===== src/design/fdt_pkg.sv =====
// ----------------------------------------------------------------------------
// Float to decimal text: package
// Field widths, exponent limits, ASCII codes and controller/datapath types.
// ----------------------------------------------------------------------------
package fdt_pkg;

  localparam int FLOAT_W    = 32;
  localparam int CHAR_W     = 8;
  localparam int EXP_W      = 8;
  localparam int MANT_W     = 24;
  localparam int INT_W      = 19;
  localparam int MAX_CHARS  = 7;
  localparam int MAX_DIGITS = 6;
  localparam int FRAC_DIGS  = 4;
  localparam int FRAC_ROOM  = 5;

  localparam int EXP_BIAS = 127;
  localparam int E_MAX    = 18;
  localparam int E_MIN    = -4;
  localparam int EXP_HI   = EXP_BIAS + E_MAX;   // above this: Inf
  localparam int EXP_LO   = EXP_BIAS + E_MIN;   // below this: 0
  localparam int INT_SHIFT_BASE = EXP_BIAS + 23;
  localparam int NIB_SHIFT_BASE = EXP_BIAS + 19;

  // ceil(2^23 / 10), exact quotient for any 19-bit dividend
  localparam logic [19:0] RECIP10 = 20'hCCCCD;
  localparam int RECIP_SHIFT = 23;

  localparam logic [CHAR_W-1:0] CH_ZERO  = 8'h30;
  localparam logic [CHAR_W-1:0] CH_MINUS = 8'h2D;
  localparam logic [CHAR_W-1:0] CH_SPACE = 8'h20;
  localparam logic [CHAR_W-1:0] CH_DOT   = 8'h2E;
  localparam logic [CHAR_W-1:0] CH_UP_I  = 8'h49;
  localparam logic [CHAR_W-1:0] CH_LO_N  = 8'h6E;
  localparam logic [CHAR_W-1:0] CH_LO_F  = 8'h66;

  typedef logic [2:0] len_t;

  typedef struct packed {
    logic load;
    logic step;
    logic build;
    logic adv;
  } fdt_cmd_t;

  typedef struct packed {
    logic digit_last;
    logic char_last;
  } fdt_stat_t;

  // n * 625 as four BCD digits
  function automatic logic [15:0] frac_bcd(input logic [3:0] nib);
    logic [15:0] r;
    unique case (nib)
      4'd0:  r = 16'h0000;
      4'd1:  r = 16'h0625;
      4'd2:  r = 16'h1250;
      4'd3:  r = 16'h1875;
      4'd4:  r = 16'h2500;
      4'd5:  r = 16'h3125;
      4'd6:  r = 16'h3750;
      4'd7:  r = 16'h4375;
      4'd8:  r = 16'h5000;
      4'd9:  r = 16'h5625;
      4'd10: r = 16'h6250;
      4'd11: r = 16'h6875;
      4'd12: r = 16'h7500;
      4'd13: r = 16'h8125;
      4'd14: r = 16'h8750;
      4'd15: r = 16'h9375;
      default: r = 16'h0000;
    endcase
    return r;
  endfunction

endpackage


===== src/design/fdt_ctrl.sv =====
// ----------------------------------------------------------------------------
// Float to decimal text: controller
// Sequences load, digit conversion, text build and character output.
// ----------------------------------------------------------------------------
module fdt_ctrl (
  input  logic              clk,
  input  logic              rst_n,
  input  logic              in_valid,
  output logic              in_ready,
  output logic              out_valid,
  input  logic              out_ready,
  input  fdt_pkg::fdt_stat_t stat,
  output fdt_pkg::fdt_cmd_t  cmd
);
  import fdt_pkg::*;

  typedef enum logic [3:0] {
    ST_IDLE  = 4'b0001,
    ST_CONV  = 4'b0010,
    ST_BUILD = 4'b0100,
    ST_EMIT  = 4'b1000
  } state_t;

  state_t state_r, state_nxt;

  always_comb begin
    state_nxt = state_r;
    cmd       = '0;
    in_ready  = 1'b0;
    out_valid = 1'b0;
    unique case (state_r)
      ST_IDLE: begin
        in_ready = 1'b1;
        if (in_valid) begin
          cmd.load  = 1'b1;
          state_nxt = ST_CONV;
        end
      end
      ST_CONV: begin
        cmd.step = 1'b1;
        if (stat.digit_last) begin
          state_nxt = ST_BUILD;
        end
      end
      ST_BUILD: begin
        cmd.build = 1'b1;
        state_nxt = ST_EMIT;
      end
      ST_EMIT: begin
        out_valid = 1'b1;
        if (out_ready) begin
          cmd.adv = 1'b1;
          if (stat.char_last) begin
            state_nxt = ST_IDLE;
          end
        end
      end
      default: state_nxt = ST_IDLE;
    endcase
  end

  always_ff @(posedge clk) begin
    if (!rst_n) begin
      state_r <= ST_IDLE;
    end else begin
      state_r <= state_nxt;
    end
  end

endmodule


===== src/design/fdt_datapath.sv =====
// ----------------------------------------------------------------------------
// Float to decimal text: datapath
// Unpacks the float, peels decimal digits one per step, composes the text.
// ----------------------------------------------------------------------------
module fdt_datapath (
  input  logic                         clk,
  input  logic [fdt_pkg::FLOAT_W-1:0]  in_float_bits,
  input  fdt_pkg::fdt_cmd_t            cmd,
  output fdt_pkg::fdt_stat_t           stat,
  output logic [fdt_pkg::CHAR_W-1:0]   out_text_char,
  output logic                         out_last_char
);
  import fdt_pkg::*;

  logic                 sign_r;
  logic                 is_inf_r;
  logic                 is_zero_r;
  logic [INT_W-1:0]     ipart_r;
  logic [3:0]           nib_r;
  logic [3:0]           digits_r [MAX_DIGITS];
  len_t                 nd_r;
  logic [CHAR_W-1:0]    text_r [MAX_CHARS];
  len_t                 len_r;
  len_t                 idx_r;

  // unpack
  logic [EXP_W-1:0]  exp_f;
  logic [MANT_W-1:0] mant;
  logic [EXP_W-1:0]  sh_int;
  logic [EXP_W-1:0]  sh_nib;
  logic [MANT_W-1:0] int_full;
  logic [MANT_W-1:0] nib_full;
  logic              load_inf;
  logic              load_zero;

  assign exp_f     = in_float_bits[30:23];
  assign mant      = {1'b1, in_float_bits[22:0]};
  assign load_inf  = exp_f > EXP_W'(EXP_HI);
  assign load_zero = exp_f < EXP_W'(EXP_LO);
  assign sh_int    = EXP_W'(INT_SHIFT_BASE) - exp_f;
  assign sh_nib    = EXP_W'(NIB_SHIFT_BASE) - exp_f;
  assign int_full  = mant >> sh_int[4:0];
  assign nib_full  = mant >> sh_nib[4:0];

  // divide by ten via reciprocal
  logic [38:0]      prod;
  logic [INT_W-1:0] quot;
  logic [INT_W-1:0] rem_full;

  assign prod     = 39'(ipart_r) * 39'(RECIP10);
  assign quot     = INT_W'(prod[38:RECIP_SHIFT]);
  assign rem_full = ipart_r - ((quot << 3) + (quot << 1));

  // text composition
  logic [15:0]       fbcd;
  logic [CHAR_W-1:0] text_nxt [MAX_CHARS];
  len_t              len_nxt;
  len_t              pos;
  len_t              fidx;
  int                p;

  always_comb begin
    fbcd = frac_bcd(nib_r);
    for (p = 0; p < MAX_CHARS; p++) begin
      text_nxt[p] = CH_ZERO;
    end
    pos  = '0;
    fidx = '0;
    if (is_inf_r) begin
      text_nxt[0] = CH_UP_I;
      text_nxt[1] = CH_LO_N;
      text_nxt[2] = CH_LO_F;
      len_nxt     = len_t'(3);
    end else if (is_zero_r) begin
      text_nxt[0] = CH_ZERO;
      len_nxt     = len_t'(1);
    end else begin
      text_nxt[0] = sign_r ? CH_MINUS : CH_SPACE;
      for (p = 1; p < MAX_CHARS; p++) begin
        pos  = len_t'(p);
        fidx = pos - nd_r - len_t'(2);
        if (pos <= nd_r) begin
          text_nxt[p] = CH_ZERO + CHAR_W'(digits_r[p-1]);
        end else if (pos == nd_r + len_t'(1)) begin
          text_nxt[p] = CH_DOT;
        end else begin
          unique case (fidx[1:0])
            2'd0: text_nxt[p] = CH_ZERO + CHAR_W'(fbcd[15:12]);
            2'd1: text_nxt[p] = CH_ZERO + CHAR_W'(fbcd[11:8]);
            2'd2: text_nxt[p] = CH_ZERO + CHAR_W'(fbcd[7:4]);
            2'd3: text_nxt[p] = CH_ZERO + CHAR_W'(fbcd[3:0]);
            default: text_nxt[p] = CH_ZERO;
          endcase
        end
      end
      // no room for a fraction once sign and digits pass five characters
      if (nd_r >= len_t'(FRAC_ROOM)) begin
        len_nxt = nd_r + len_t'(1);
      end else begin
        len_nxt = len_t'(MAX_CHARS);
      end
    end
  end

  always_ff @(posedge clk) begin
    if (cmd.load) begin
      sign_r    <= in_float_bits[31];
      is_inf_r  <= load_inf;
      is_zero_r <= load_zero;
      ipart_r   <= (load_inf || load_zero) ? '0 : INT_W'(int_full);
      nib_r     <= nib_full[3:0];
      nd_r      <= '0;
    end
    if (cmd.step) begin
      // newest digit is the most significant so far: shift it in at the bottom
      digits_r[0] <= rem_full[3:0];
      for (int k = 1; k < MAX_DIGITS; k++) begin
        digits_r[k] <= digits_r[k-1];
      end
      ipart_r <= quot;
      nd_r    <= nd_r + len_t'(1);
    end
    if (cmd.build) begin
      text_r <= text_nxt;
      len_r  <= len_nxt;
      idx_r  <= '0;
    end
    if (cmd.adv) begin
      idx_r <= idx_r + len_t'(1);
    end
  end

  assign stat.digit_last = (quot == '0);
  assign stat.char_last  = (idx_r == len_r - len_t'(1));
  assign out_text_char   = text_r[idx_r];
  assign out_last_char   = stat.char_last;

endmodule


===== src/design/float_to_decimal_text.sv =====
// ----------------------------------------------------------------------------
// Float to decimal text: top level
// Converts one single-precision bit pattern into up to seven ASCII characters.
// ----------------------------------------------------------------------------
// One float is handled at a time. After a transaction is accepted the block
// produces one decimal digit of the integer part per cycle in its divide-by-
// ten loop, composes the text in its build state, then sends one character
// per cycle while out_ready is high, with out_last_char on the final one.
// in_ready is high only between items; results are held stable while
// out_ready is low.
module float_to_decimal_text (
  input  logic                        clk,
  input  logic                        rst_n,
  input  logic                        in_valid,
  output logic                        in_ready,
  input  logic [fdt_pkg::FLOAT_W-1:0] in_float_bits,
  output logic                        out_valid,
  input  logic                        out_ready,
  output logic [fdt_pkg::CHAR_W-1:0]  out_text_char,
  output logic                        out_last_char
);
  import fdt_pkg::*;

  fdt_cmd_t  cmd;
  fdt_stat_t stat;

  fdt_ctrl u_ctrl (
    .clk       (clk),
    .rst_n     (rst_n),
    .in_valid  (in_valid),
    .in_ready  (in_ready),
    .out_valid (out_valid),
    .out_ready (out_ready),
    .stat      (stat),
    .cmd       (cmd)
  );

  fdt_datapath u_datapath (
    .clk           (clk),
    .in_float_bits (in_float_bits),
    .cmd           (cmd),
    .stat          (stat),
    .out_text_char (out_text_char),
    .out_last_char (out_last_char)
  );

endmodule


===== config.mk =====
export PLATFORM = sky130hd
export DESIGN_NAME = float_to_decimal_text
export DESIGN_NICKNAME = d
export VERILOG_FILES = /design/src/design/fdt_pkg.sv /design/src/design/fdt_ctrl.sv /design/src/design/fdt_datapath.sv /design/src/design/float_to_decimal_text.sv
export SDC_FILE = /design/constraint.sdc
export NUM_CORES = 1
export LEC_CHECK = 0
export BUFFER_PORTS_ARGS = -buffer_cell sky130_fd_sc_hd__buf_2
export CAP_MARGIN = 40
export CORE_ASPECT_RATIO = 1.5
export CORE_MARGIN = 2
export CORE_UTILIZATION = 55
export DETAILED_ROUTE_END_ITERATION = 10
export HOLD_SLACK_MARGIN = 0.02
export PLACE_DENSITY = 0.72
export REMOVE_ABC_BUFFERS = 1
export SYNTH_ARGS = -nofsm -noshare
export SYNTH_HDL_FRONTEND = slang
export SYNTH_SLANG_ARGS = --single-unit

===== constraint.sdc =====
create_clock -name clk -period 13 [get_ports clk]
set_input_delay 1.95 -clock clk [delete_from_list [all_inputs] [get_ports clk]]
set_output_delay 1.95 -clock clk [all_outputs]
set_load 0.005 [all_outputs]

; ---- Yosys cells after proc, flatten, opt, wreduce, memory -nomap -nowiden
; Memory sizes are Yosys's and may differ from the RTL's. A register that Yosys moved wholly into a read port is not among the register bits.
; Index checks and enable logic that the tools add are counted.
[totals]
inputBits = 36
mem_bits_ro = 208
ramBits = 24
reg_bits = 95
n_memories = 2
output_inout_bits = 11
wordCells = 163
[classes]
mux = 49
add_sub_neg = 29
eq_ne = 33
n_reduce_logical = 13
n_shift = 2
n_mul = 1
magnitude_cmp = 10
n_bitwise = 2
[mem_list]
columns = name, words, word_bits, rd, rd_clocked_by_memory_dff, wr, line_no
row1 = (no name shown), 16, 13, 1, 1, 0, fdt_pkg.sv:54  ; unique case (nib)
row2 = u_datapath.digits_r, 6, 4, 6, 0, 6, fdt_datapath.sv:20  ; logic [3:0] digits_r [MAX_DIGITS];
[ops]
columns = op, n
row1 = $pmux 8 s4, 6
row2 = $mux 8, 14
row3 = $add 6x4->7 const A, 10
row4 = $mux 47, 1
row5 = $mul 19x20->39 const B, 1
row6 = $mux 16, 2
row7 = $bmux 8 s3, 1
row8 = $eq 2x2->1 const B, 12
row9 = $mux 4, 6
row10 = $shr 24x5->19, 1
row11 = $shr 24x5->4, 1
row12 = $logic_not 19->1, 1
row13 = $mux 19, 1
row14 = $pmux 4 s4, 1
row15 = $mux 3, 5
row16 = $eq 2x1->1 const B, 6
row17 = $logic_not 2->1, 6
row18 = $sub 2x2->2 const B, 6
row19 = $mux 1, 10
row20 = $sub 5x5->5 const A, 2
row21 = $eq 3x3->1 const A, 3
row22 = $le 3x3->1 const A, 3
row23 = $gt 8x8->1 const B, 1
row24 = $lt 8x7->1 const B, 1
row25 = 27 further kinds, 38

; ---- Depth between registers and ports, before layout
; Gate-level depths: netlist of the first run.
[depth]
depth_word = 7
depth_mapped = 24
ltp_nobuf = 23

; ---- By module
; Synthesis of the first run repeated with hierarchy kept, for this count alone.
[hier_totals]
hier_cells = 1262
hier_area_um2 = 12147.9
[by_module_without_submodules]
columns = module, instances, cells_each, area_each_um2, seq_area_each_um2
row1 = fdt_datapath, 1, 1230, 11847.6, 2992.9
row2 = fdt_ctrl, 1, 32, 300.3, 80.1

; ---- Least setup slack after synthesis of the first run
; No wires, ideal clock.
[synth_path]
path_kind = flip-flop to flip-flop
startpoint = reg u_datapath.ipart_r[8]
endpoint = reg u_ctrl.state_r[1]
path_stages_with_launch = 24
setup_time_ps = 116
t_required_ps = 12884
arrival_ps = 5845
setup_slack_ps = 7038
n_path_buf = 1
period_less_slack_ps = 5962
cell_sequence = edfxtp_1 -> inv_1 -> ha_1 -> fa_1 -> inv_1 -> fa_1 -> inv_1 -> fa_1 -> inv_1 -> fa_1 -> inv_1 -> fa_1 -> inv_1 -> ha_1 -> buf_6 -> a21oi_4 -> o21ai_2 -> or2_0 -> a2111o_1 -> a21o_1 -> a211o_1 -> nor4_2 -> a31oi_1 -> o211a_1
[synth_between]
elab_chain_len = 4
[synth_rtl]
columns = element, line_no
row1 = from (decl), fdt_datapath.sv:18  ; logic [INT_W-1:0] ipart_r;
row2 = from (signal assigned), fdt_datapath.sv:110  ; ipart_r <= (load_inf || load_zero) ? '0 : INT_W'(int_full);
row3 = from (signal assigned), fdt_datapath.sv:120  ; ipart_r <= quot;
row4 = $mul 19x20->39, fdt_datapath.sv:50  ; assign prod = 39'(ipart_r) * 39'(RECIP10);
row5 = $logic_not 19->1, fdt_datapath.sv:133  ; assign stat.digit_last = (quot == '0);
row6 = $ne 2x2->1 (no line), n/a
row7 = $reduce_and 4->1 (no line), n/a
row8 = to (signal assigned), fdt_ctrl.sv:66  ; state_r <= state_nxt;
row9 = to (decl), fdt_ctrl.sv:24  ; state_t state_r, state_nxt;
; Every way passes these cells.
; A chain may end at the register's enable or synchronous reset.

; ---- Final worst setup path of the first run
[layout_path]
startpoint = reg u_datapath.ipart_r[13]
endpoint = reg u_ctrl.state_r[1]
; The elaborated chain is that of the path after synthesis.

==> results of run 1 <==
-- sequential cells by signal, indices dropped and copies added, names as in the netlist --
signal	cells
u_datapath.idx_r	3
u_datapath.len_r	3
u_datapath.sign_r	1
u_datapath.nib_r	4
u_datapath.is_inf_r	1
u_datapath.is_zero_r	1
u_datapath.text_r	35
u_datapath.ipart_r	19
u_datapath.fbcd	10
u_datapath.nd_r	3
u_ctrl.state_r	4
u_datapath.digits_r	24
-- kinds of logic (layout without fill, tap and decap cells) --
kind of cell / count (synthesis) / in the layout / share of synthesized area [%]
XOR/XNOR: 31 / 31 / 2.20
buffers and inverters: 282 / 308 / 8.96
AO/OA/AOI/OAI: 302 / 302 / 15.9
AND/OR/NAND/NOR: 270 / 270 / 10.4
flip-flops: 108 / 108 / 24.9
multiplexers: 52 / 52 / 5.32
other: 1 / 1 / 0.0304
adder cells (fa/ha/maj): 260 / 260 / 32.4
-- per-stage QoR --
stage | area, um2 | utilization [%] | cells | hold WS, ns | setup slack (ns)
2_1_floorplan | 12100 | - | 1262 | 0.420 | 7.01
3_3_place_gp | 12800 | 57.5 | 1588 | 0.428 | 6.25
3_5_place_dp | 12800 | 57.7 | 1592 | 0.431 | 6.21
4_1_cts | 13100 | 59.1 | 1608 | 0.449 | 6.16
5_1_grt | 13100 | 59.1 | 1608 | 0.461 | 5.88
6_report | 13100 | 59.1 | 1608 | 0.454 | 6.10
-- worst paths after layout --
path	from	end	cells after the start
max	u_datapath.ipart_r[13]	u_ctrl.state_r[1]	20
min reg2reg	u_datapath.digits_r[0][0]	u_datapath.digits_r[1][0]	0
min	u_datapath.digits_r[0][0]	u_datapath.digits_r[1][0]	0
max reg2reg	u_datapath.ipart_r[13]	u_ctrl.state_r[1]	20
-- cells in the final DEF (no fill, tap or decap), types with 10 or more instances in the layout --
master    count
a211oi_1     22
a21oi_1      91
a31oi_1      15
buf_2        45
dfxtp_1      17
edfxtp_1     91
fa_1         99
ha_1        161
inv_1       237
mux2i_1      33
nand2_1      89
nand3_1      24
nand4_1      14
nor2_1       69
nor2b_1      13
nor3_1       14
o211ai_1     11
o21ai_0      60
o22ai_1      10
xnor2_1      22
-- area by class of cell --
class	instances	share of cell area [%]
sequential	108	23.4
clock buffer	10	1.82
timing repair buffer	54	2.37
clock inverter	6	0.496
tap	276	2.63
inverter	238	6.80
multi-input combinational	916	62.5
-- routing by layer --
| layer | GRT usage [%] | vias up | part of all wire [%] |
|---|---|---|---|
| met5 | 0 | - | 0 |
| met4 | 11.8 | 0 | 4.8 |
| met3 | 2.05 | 91 | 3.2 |
| met2 | 50.4 | 291 | 54 |
| met1 | 32.0 | 4637 | 38 |
| li1 | - | 4579 | - |
==> results.sh, run 1 <==
export IMPL_num_nets_final=1623
export IMPL_initial_core_util_pct=55.6
export IMPL_synth_area_leaders="edfxtp_1 22%, ha_1 16%, fa_1 16%"
export IMPL_worst_path_most_repeated_cell="fa_1"
export IMPL_rsz0062_at_grt="false"
export IMPL_arrival_ns=7.16
export IMPL_timing_setup_tns_ns=0
export IMPL_grt_antenna_before_repair=0
export IMPL_grt_max_degree=40
export IMPL_via_per_inst=5.97
export IMPL_cts_tree="done"
export IMPL_die_x_um=126
export IMPL_max_cap_viol_count=0
export IMPL_vias=9598
export IMPL_ctsHoldBuffers=0
export IMPL_synthTopCellsByCount="237 x inv_1, 161 x ha_1, 99 x fa_1"
export IMPL_postCtsSetupBuffers=0
export IMPL_place_gp_congestion=1.02
export IMPL_fin_crit_sh_pct=53.1
export IMPL_fmax_mhz=145
export IMPL_multi_input_area_mm2=0.00820
export IMPL_slew_headroom_pct=42.5
export IMPL_synthCells=1306
export IMPL_seq_area_frac_synth_pct=24.9
export IMPL_drive_gt1_share_pct=9.01
export IMPL_first_iter_violations=789
export IMPL_worst_pin_slew_ns=0.861
export IMPL_clk_latency_ns=0.35
export IMPL_drc=0
export IMPL_worstSetupPathType="reg -> reg"
export IMPL_worstPathRequired_ns=13.25
export IMPL_critPathMaxStageDelay_ns=0.59
export IMPL_avgRoutedWirePerCell_um=19.9
export IMPL_synth_seq_cells=108
export IMPL_port_buffers=45
export IMPL_yosysWarningCount=0
export IMPL_ys_flop_type="edfxtp_1"
export IMPL_reg2reg_slack_ns=6.10
export IMPL_fillers=1927
export IMPL_io_pins=47
export IMPL_ys_types=78
export IMPL_setup_violations=0
export IMPL_cp_top_family="adder cells"
export IMPL_rows=67
export IMPL_syn_to_final_growth_pct=6.28
export IMPL_synth_most_common_cell="inv_1"
export IMPL_grt_use_total_pct=27.2
export IMPL_dieArea_mm2=0.0237
export IMPL_grt_pass1_wl_um=50500
export IMPL_cts_buffers=9
export IMPL_cp_end_kind="register"
export IMPL_syn_area_mm2=0.0124
export IMPL_path_clk_slew_ns=0.08
export IMPL_slew_violations=0
export IMPL_synth_async_reset_ratio_pct=0
export IMPL_final_antenna_net_count=0
export IMPL_drt_first_pass_iters=7
export IMPL_grt_pass1_vias=9744
export IMPL_hold_viol=0
export IMPL_outcome="completed"
export IMPL_period_minus_slack_ns=6.90
export IMPL_path_cells="ha_1, inv_1, fa_1, fa_1, fa_1, inv_1, fa_1, inv_1, fa_1, inv_1, ha_1, nand4_1, nor4_1, a21oi_1, o211ai_1, xor2_1, nand4bb_1, nor4_2, a31oi_1, o211a_1"
export IMPL_clock_path_buffers=2
export IMPL_routed_wl_um=32100
export IMPL_finClkSkew_ns=0.0110
export IMPL_path_buf_inv=4
export IMPL_synth_top_cell_by_area="edfxtp_1"
export IMPL_synth_avg_cell_area_um2=9.46
export IMPL_place_hpwl_um=27300
export IMPL_synth_edf_count=91
export IMPL_min_path_type="reg -> reg"
export IMPL_htreeDepth=3
export IMPL_final_seq_area_mm2=0.00307
export IMPL_yosys_area_top_type_share_pct=22.1
export IMPL_cts_root_buffer="clkbuf_16"
export IMPL_antenna_cells=0
export IMPL_overflow=0
export IMPL_cp_slowest_cell="fa_1"
export IMPL_startpoint_type="register"
export IMPL_dieHeight_um=188
export IMPL_core_area_mm2=0.0222
export IMPL_cts_resized=0
export IMPL_cts_sinks=108
export IMPL_crit_fanout=7
Power of run 1 is left out: the tool's default activity adds up to more than one toggle a clock period on the data nets, which glitch-free logic cannot reach.
==> run 2, diff against run 1 <==
- PLACE_DENSITY: 0.72 -> 0.75
- clock period: 13 -> 6.2 ns (I/O delays scaled with it)
==> results.sh, run 2 (synthesis results as in run 1) <==
export IMPL_dpl_cell_area_mm2=0.0134
export IMPL_grt_use_total_pct=28.5
export IMPL_top_layer="met4"
export IMPL_fmax_mhz=163
export IMPL_core_area_mm2=0.0222
export IMPL_htreeDepth=3
export IMPL_startpoint_type="register"
export IMPL_ctsHoldBuffers=0
export IMPL_setup_violations=0
export IMPL_fin_ws_ns=0.0814
export IMPL_rows=67
export IMPL_outcome="completed"
export IMPL_timing_setup_tns_ns=0
export IMPL_arrival_ns=6.37
export IMPL_avgRoutedWirePerCell_um=19.8
export IMPL_wl_met2_um=17900
export IMPL_crit_fanout=6
export IMPL_cp_slowest_cell="fa_1"
export IMPL_clock_path_buffers=2
export IMPL_final_antenna_net_count=0
export IMPL_final_common_cell="inv_1"
export IMPL_worst_pin_slew_ns=0.878
export IMPL_met1_length_um=13000
export IMPL_first_iter_violations=841
export IMPL_endpoint="u_ctrl.state_r[1]"
export IMPL_drive_gt1_share_pct=21.0
export IMPL_worstSetupPathType="reg -> reg"
export IMPL_clk_latency_ns=0.36
export IMPL_die_x_um=126
export IMPL_grt_pass1_wl_um=53200
export IMPL_cts_root_buffer="clkbuf_16"
export IMPL_place_hpwl_um=27700
export IMPL_hold_viol=0
export IMPL_cts_sinks=108
export IMPL_place_gp_congestion=0.986
export IMPL_overflow=0
export IMPL_critPathMaxStageDelay_ns=0.54
export IMPL_dr_wl_met3_um=1220
export IMPL_most_common_layout_cells="218 x inv_1, 140 x ha_1, 98 x buf_4, 92 x fa_1, 91 x edfxtp_1"
export IMPL_grt_pass1_vias=10300
export IMPL_preCtsSetupSlack_ns=-0.192
export IMPL_initial_core_util_pct=55.6
export IMPL_fin_crit_sh_pct=98.7
export IMPL_cts_buffers=9
export IMPL_finClkSkew_ns=0.0129
export IMPL_worstPathRequired_ns=6.45
export IMPL_largest_register_ffs=35
export IMPL_num_nets_final=1717
export IMPL_cp_end_kind="register"
export IMPL_antenna_cells=0
export IMPL_slew_headroom_pct=41.5
export IMPL_rr_endpoint="u_ctrl.state_r[1]"
export IMPL_reg_largest_list="u_datapath.text_r x35, u_datapath.digits_r x24, u_datapath.ipart_r x19"
export IMPL_reg2reg_slack_ns=0.08
export IMPL_min_path_type="reg -> reg"
export IMPL_final_area_mm2=0.0144
export IMPL_vias=10200
export IMPL_grt_max_degree=42
export IMPL_rsz0062_at_grt="true"
export IMPL_r2r_start="u_datapath.ipart_r[8]"
export IMPL_port_buffers=45
export IMPL_via_per_inst=5.97
export IMPL_reg2reg_depth=22
export IMPL_startpoint="u_datapath.ipart_r[8]"
export IMPL_cts_tree="done"
export IMPL_top_register="u_datapath.text_r"
export IMPL_io_pins=47
export IMPL_slew_violations=0
export IMPL_path_cells="buf_4, ha_1, ha_1, fa_1, inv_1, fa_1, inv_1, fa_1, inv_1, fa_1, inv_1, ha_1, a21oi_1, o21ai_0, a211oi_1, buf_4, o21ai_1, xnor2_1, o2111ai_2, a2111oi_4, a31oi_1, o211a_1"
export IMPL_period_minus_slack_ns=6.12
export IMPL_grt_antenna_before_repair=0
export IMPL_drt_first_pass_iters=6
export IMPL_path_clk_slew_ns=0.08
export IMPL_routed_wl_um=33700
export IMPL_dieHeight_um=188
export IMPL_drc=0
export IMPL_syn_to_final_growth_pct=16.2
export IMPL_dieArea_mm2=0.0237
export IMPL_max_cap_viol_count=0
## run 2: stage by stage
stage          util (%)  hold WS [ns]  instances
4_1_cts            62.5         0.450       1689
3_3_place_gp       60.3         0.424       1668
3_5_place_dp       60.3         0.431       1668
6_report           64.6         0.452       1702
5_1_grt            64.6         0.460       1702
2_1_floorplan         -         0.420       1262
## run 2: timing repair
item	in CTS	in global routing
resized for setup	28	81
pin swaps	17	66
endpoints found under the hold margin	0	0
setup buffers	5	11
setup endpoints to repair	6	13
## run 2: worst min path at each step
stage / start / end / slack (ns) / cells past startpoint
floorplan: u_datapath.digits_r[2][0] / u_datapath.digits_r[3][0] / 0.42 / 0
global placement: u_datapath.digits_r[3][2] / u_datapath.digits_r[4][2] / 0.42 / 0
detailed placement: u_datapath.digits_r[3][2] / u_datapath.digits_r[4][2] / 0.43 / 0
CTS: u_datapath.digits_r[2][2] / u_datapath.digits_r[3][2] / 0.45 / 0
global route: u_datapath.digits_r[2][1] / u_datapath.digits_r[3][1] / 0.46 / 0
finish: u_datapath.digits_r[2][2] / u_datapath.digits_r[3][2] / 0.45 / 0
## run 2: layer usage
metal,global-route usage (%),vias to the layer above
li1,-,4768
met1,34.5,5008
met2,51.4,301
met3,2.71,91
met4,11.6,0
met5,0,-
## run 2: layout make-up
type / instances / area [um2]
Tap cell: 276 / 345
Clock inverter: 7 / 67.6
Inverter: 238 / 893
Sequential cell: 108 / 3070
Clock buffer: 9 / 225
Timing Repair Buffer: 148 / 1020
Fill cell: 1744 / 7860
Multi-Input combinational cell: 916 / 8730
## run 2: worst max-delay path, delay by kind of cell (launching register included)
kind	cells	cell delay (ns)
adders and majority gates	7	3.08
AOI/OAI and AO/OA	8	1.60
xor gates and xnor gates	1	0.34
buffers and inverters	6	0.55
DFF	1	0.40
Power of run 2 is left out for the same reason.
==> run 3, diff against run 2 <==
- CELL_PAD_IN_SITES_DETAIL_PLACEMENT: default -> 0
- CELL_PAD_IN_SITES_GLOBAL_PLACEMENT: default -> 2
- CORE_UTILIZATION: 55 -> 42
- PLACE_DENSITY: 0.75 -> 0.81
- clock period: 6.2 -> 6.56 ns (I/O delays scaled with it)
==> results.sh, run 3 (synthesis results as in run 1) <==
export IMPL_clk_latency_ns=0.35
export IMPL_final_seq_area_mm2=0.00307
export IMPL_place_gp_congestion=0.929
export IMPL_worstSetupPathType="reg -> reg"
export IMPL_cp_top_family="adder cells"
export IMPL_htreeDepth=3
export IMPL_core_area_mm2=0.0288
export IMPL_grt_use_total_pct=23.1
export IMPL_initial_core_util_pct=42.9
export IMPL_clock_path_buffers=2
export IMPL_finish_utilization_pct=47.4
export IMPL_antenna_cells=0
export IMPL_path_cells="inv_1, ha_1, fa_2, fa_1, inv_1, fa_1, fa_1, inv_1, fa_1, inv_1, ha_1, buf_4, nand4_1, buf_4, or3_1, o211ai_1, buf_4, xor2_1, nand4bb_4, nor4_4, a31oi_1, o211a_1"
export IMPL_vias=9572
export IMPL_overflow=0
export IMPL_cts_tree="done"
export IMPL_first_iter_violations=515
export IMPL_grt_antenna_before_repair=0
export IMPL_drc=0
export IMPL_finClkSkew_ns=0.0104
export IMPL_setup_violations=0
export IMPL_fmax_mhz=158
export IMPL_final_antenna_net_count=0
export IMPL_die_x_um=144
export IMPL_fin_crit_sh_pct=96.2
export IMPL_hold_viol=0
export IMPL_crit_fanout=7
export IMPL_dieArea_mm2=0.0308
export IMPL_worst_pin_slew_ns=0.767
export IMPL_grt_pass1_wl_um=54300
export IMPL_most_common_layout_cells="237 x inv_1, 157 x ha_1, 98 x fa_1, 91 x edfxtp_1"
export IMPL_num_nets_final=1657
export IMPL_final_common_cell="inv_1"
export IMPL_max_cap_viol_count=0
export IMPL_top_layer="met4"
export IMPL_final_area_mm2=0.0137
export IMPL_ctsHoldBuffers=0
export IMPL_grt_pass1_vias=9865
export IMPL_avgRoutedWirePerCell_um=19.8
export IMPL_rsz0062_at_grt="false"
export IMPL_period_minus_slack_ns=6.31
export IMPL_grt_max_degree=40
export IMPL_dr_wl_met3_um=1000
export IMPL_met1_length_um=13200
export IMPL_cp_end_kind="register"
export IMPL_worstPathRequired_ns=6.81
export IMPL_instances_no_fill=1756
export IMPL_routed_wl_um=34700
export IMPL_slew_violations=0
export IMPL_syn_to_final_growth_pct=10.6
export IMPL_io_pins=47
export IMPL_port_buffers=45
export IMPL_slew_headroom_pct=47.4
export IMPL_reg_largest_list="u_datapath.text_r x35, u_datapath.digits_r x24, u_datapath.ipart_r x19"
export IMPL_startpoint_type="register"
export IMPL_largest_register_ffs=35
export IMPL_via_per_inst=5.45
export IMPL_dieHeight_um=214
export IMPL_drive_gt1_share_pct=12.5
export IMPL_path_buf_inv=7
export IMPL_cts_root_buffer="clkbuf_16"
export IMPL_dp_cells=1737
export IMPL_arrival_ns=6.56
export IMPL_cts_sinks=108
export IMPL_fillers=2842
export IMPL_cp_slowest_cell="fa_2"
export IMPL_multi_input_area_mm2=0.00833
export IMPL_place_hpwl_um=30000
export IMPL_critPathMaxStageDelay_ns=0.65
export IMPL_rows=76
export IMPL_wl_met2_um=19000
export IMPL_path_clk_slew_ns=0.08
export IMPL_top_register="u_datapath.text_r"
export IMPL_drt_first_pass_iters=7
export IMPL_outcome="completed"
export IMPL_cts_buffers=9
export IMPL_min_path_type="reg -> reg"
export IMPL_dpl_cell_area_mm2=0.0132
run 3: changes by cell type in the layout (fill, tap and decap cells not counted), moves of 6 or more:
cell / previous run / this run
a21oi_1: 81 / 89
buf_4: 98 / 40
fa_1: 92 / 98
fa_2: 7 / 1
ha_1: 140 / 157
ha_4: 17 / 0
inv_1: 218 / 237
inv_2: 19 / 0
run 3: what timing repair did:
item | CTS | global route
resized for setup | 0 | 24
buffers inserted | 0 | 3
endpoints found under the setup margin | 0 | 3
run 3: routing by layer:
layer / vias up / global-route usage [%]
li1: 4641 / -
met1: 4663 / 27.2
met5: - / 0
met4: 0 / 8.24
met2: 201 / 43.1
met3: 67 / 1.72
run 3: worst paths after layout:
| kind | depth (start not counted) | to | from | slack (ns) |
|---|---|---|---|---|
| max | 22 | u_ctrl.state_r[1] | u_datapath.ipart_r[17] | 0.25 |
| min | 0 | u_datapath.digits_r[3][3] | u_datapath.digits_r[2][3] | 0.45 |
| max reg2reg | 22 | u_ctrl.state_r[1] | u_datapath.ipart_r[17] | 0.25 |
| min reg2reg | 0 | u_datapath.digits_r[3][3] | u_datapath.digits_r[2][3] | 0.45 |
run 3: area by class of cell:
class	count	share of cell area (%)
Inverter	238	6.54
Multi-Input combinational cell	916	61.0
Sequential cell	108	22.5
Clock buffer	9	1.65
Tap cell	390	3.57
Clock inverter	7	0.577
Timing Repair Buffer	88	4.20
run 3: metrics by stage:
| stage | setup TNS (ns) | worst slack [ns] | hold WS [ns] |
|---|---|---|---|
| 3_5_place_dp | 0 | 0.0283 | 0.435 |
| 2_1_floorplan | 0 | 0.569 | 0.420 |
| 4_1_cts | 0 | 0.00363 | 0.452 |
| 5_1_grt | 0 | 0.000535 | 0.463 |
| 3_3_place_gp | -0.224 | -0.137 | 0.424 |
| 6_report | 0 | 0.249 | 0.450 |
Power of run 3 is left out for the same reason.
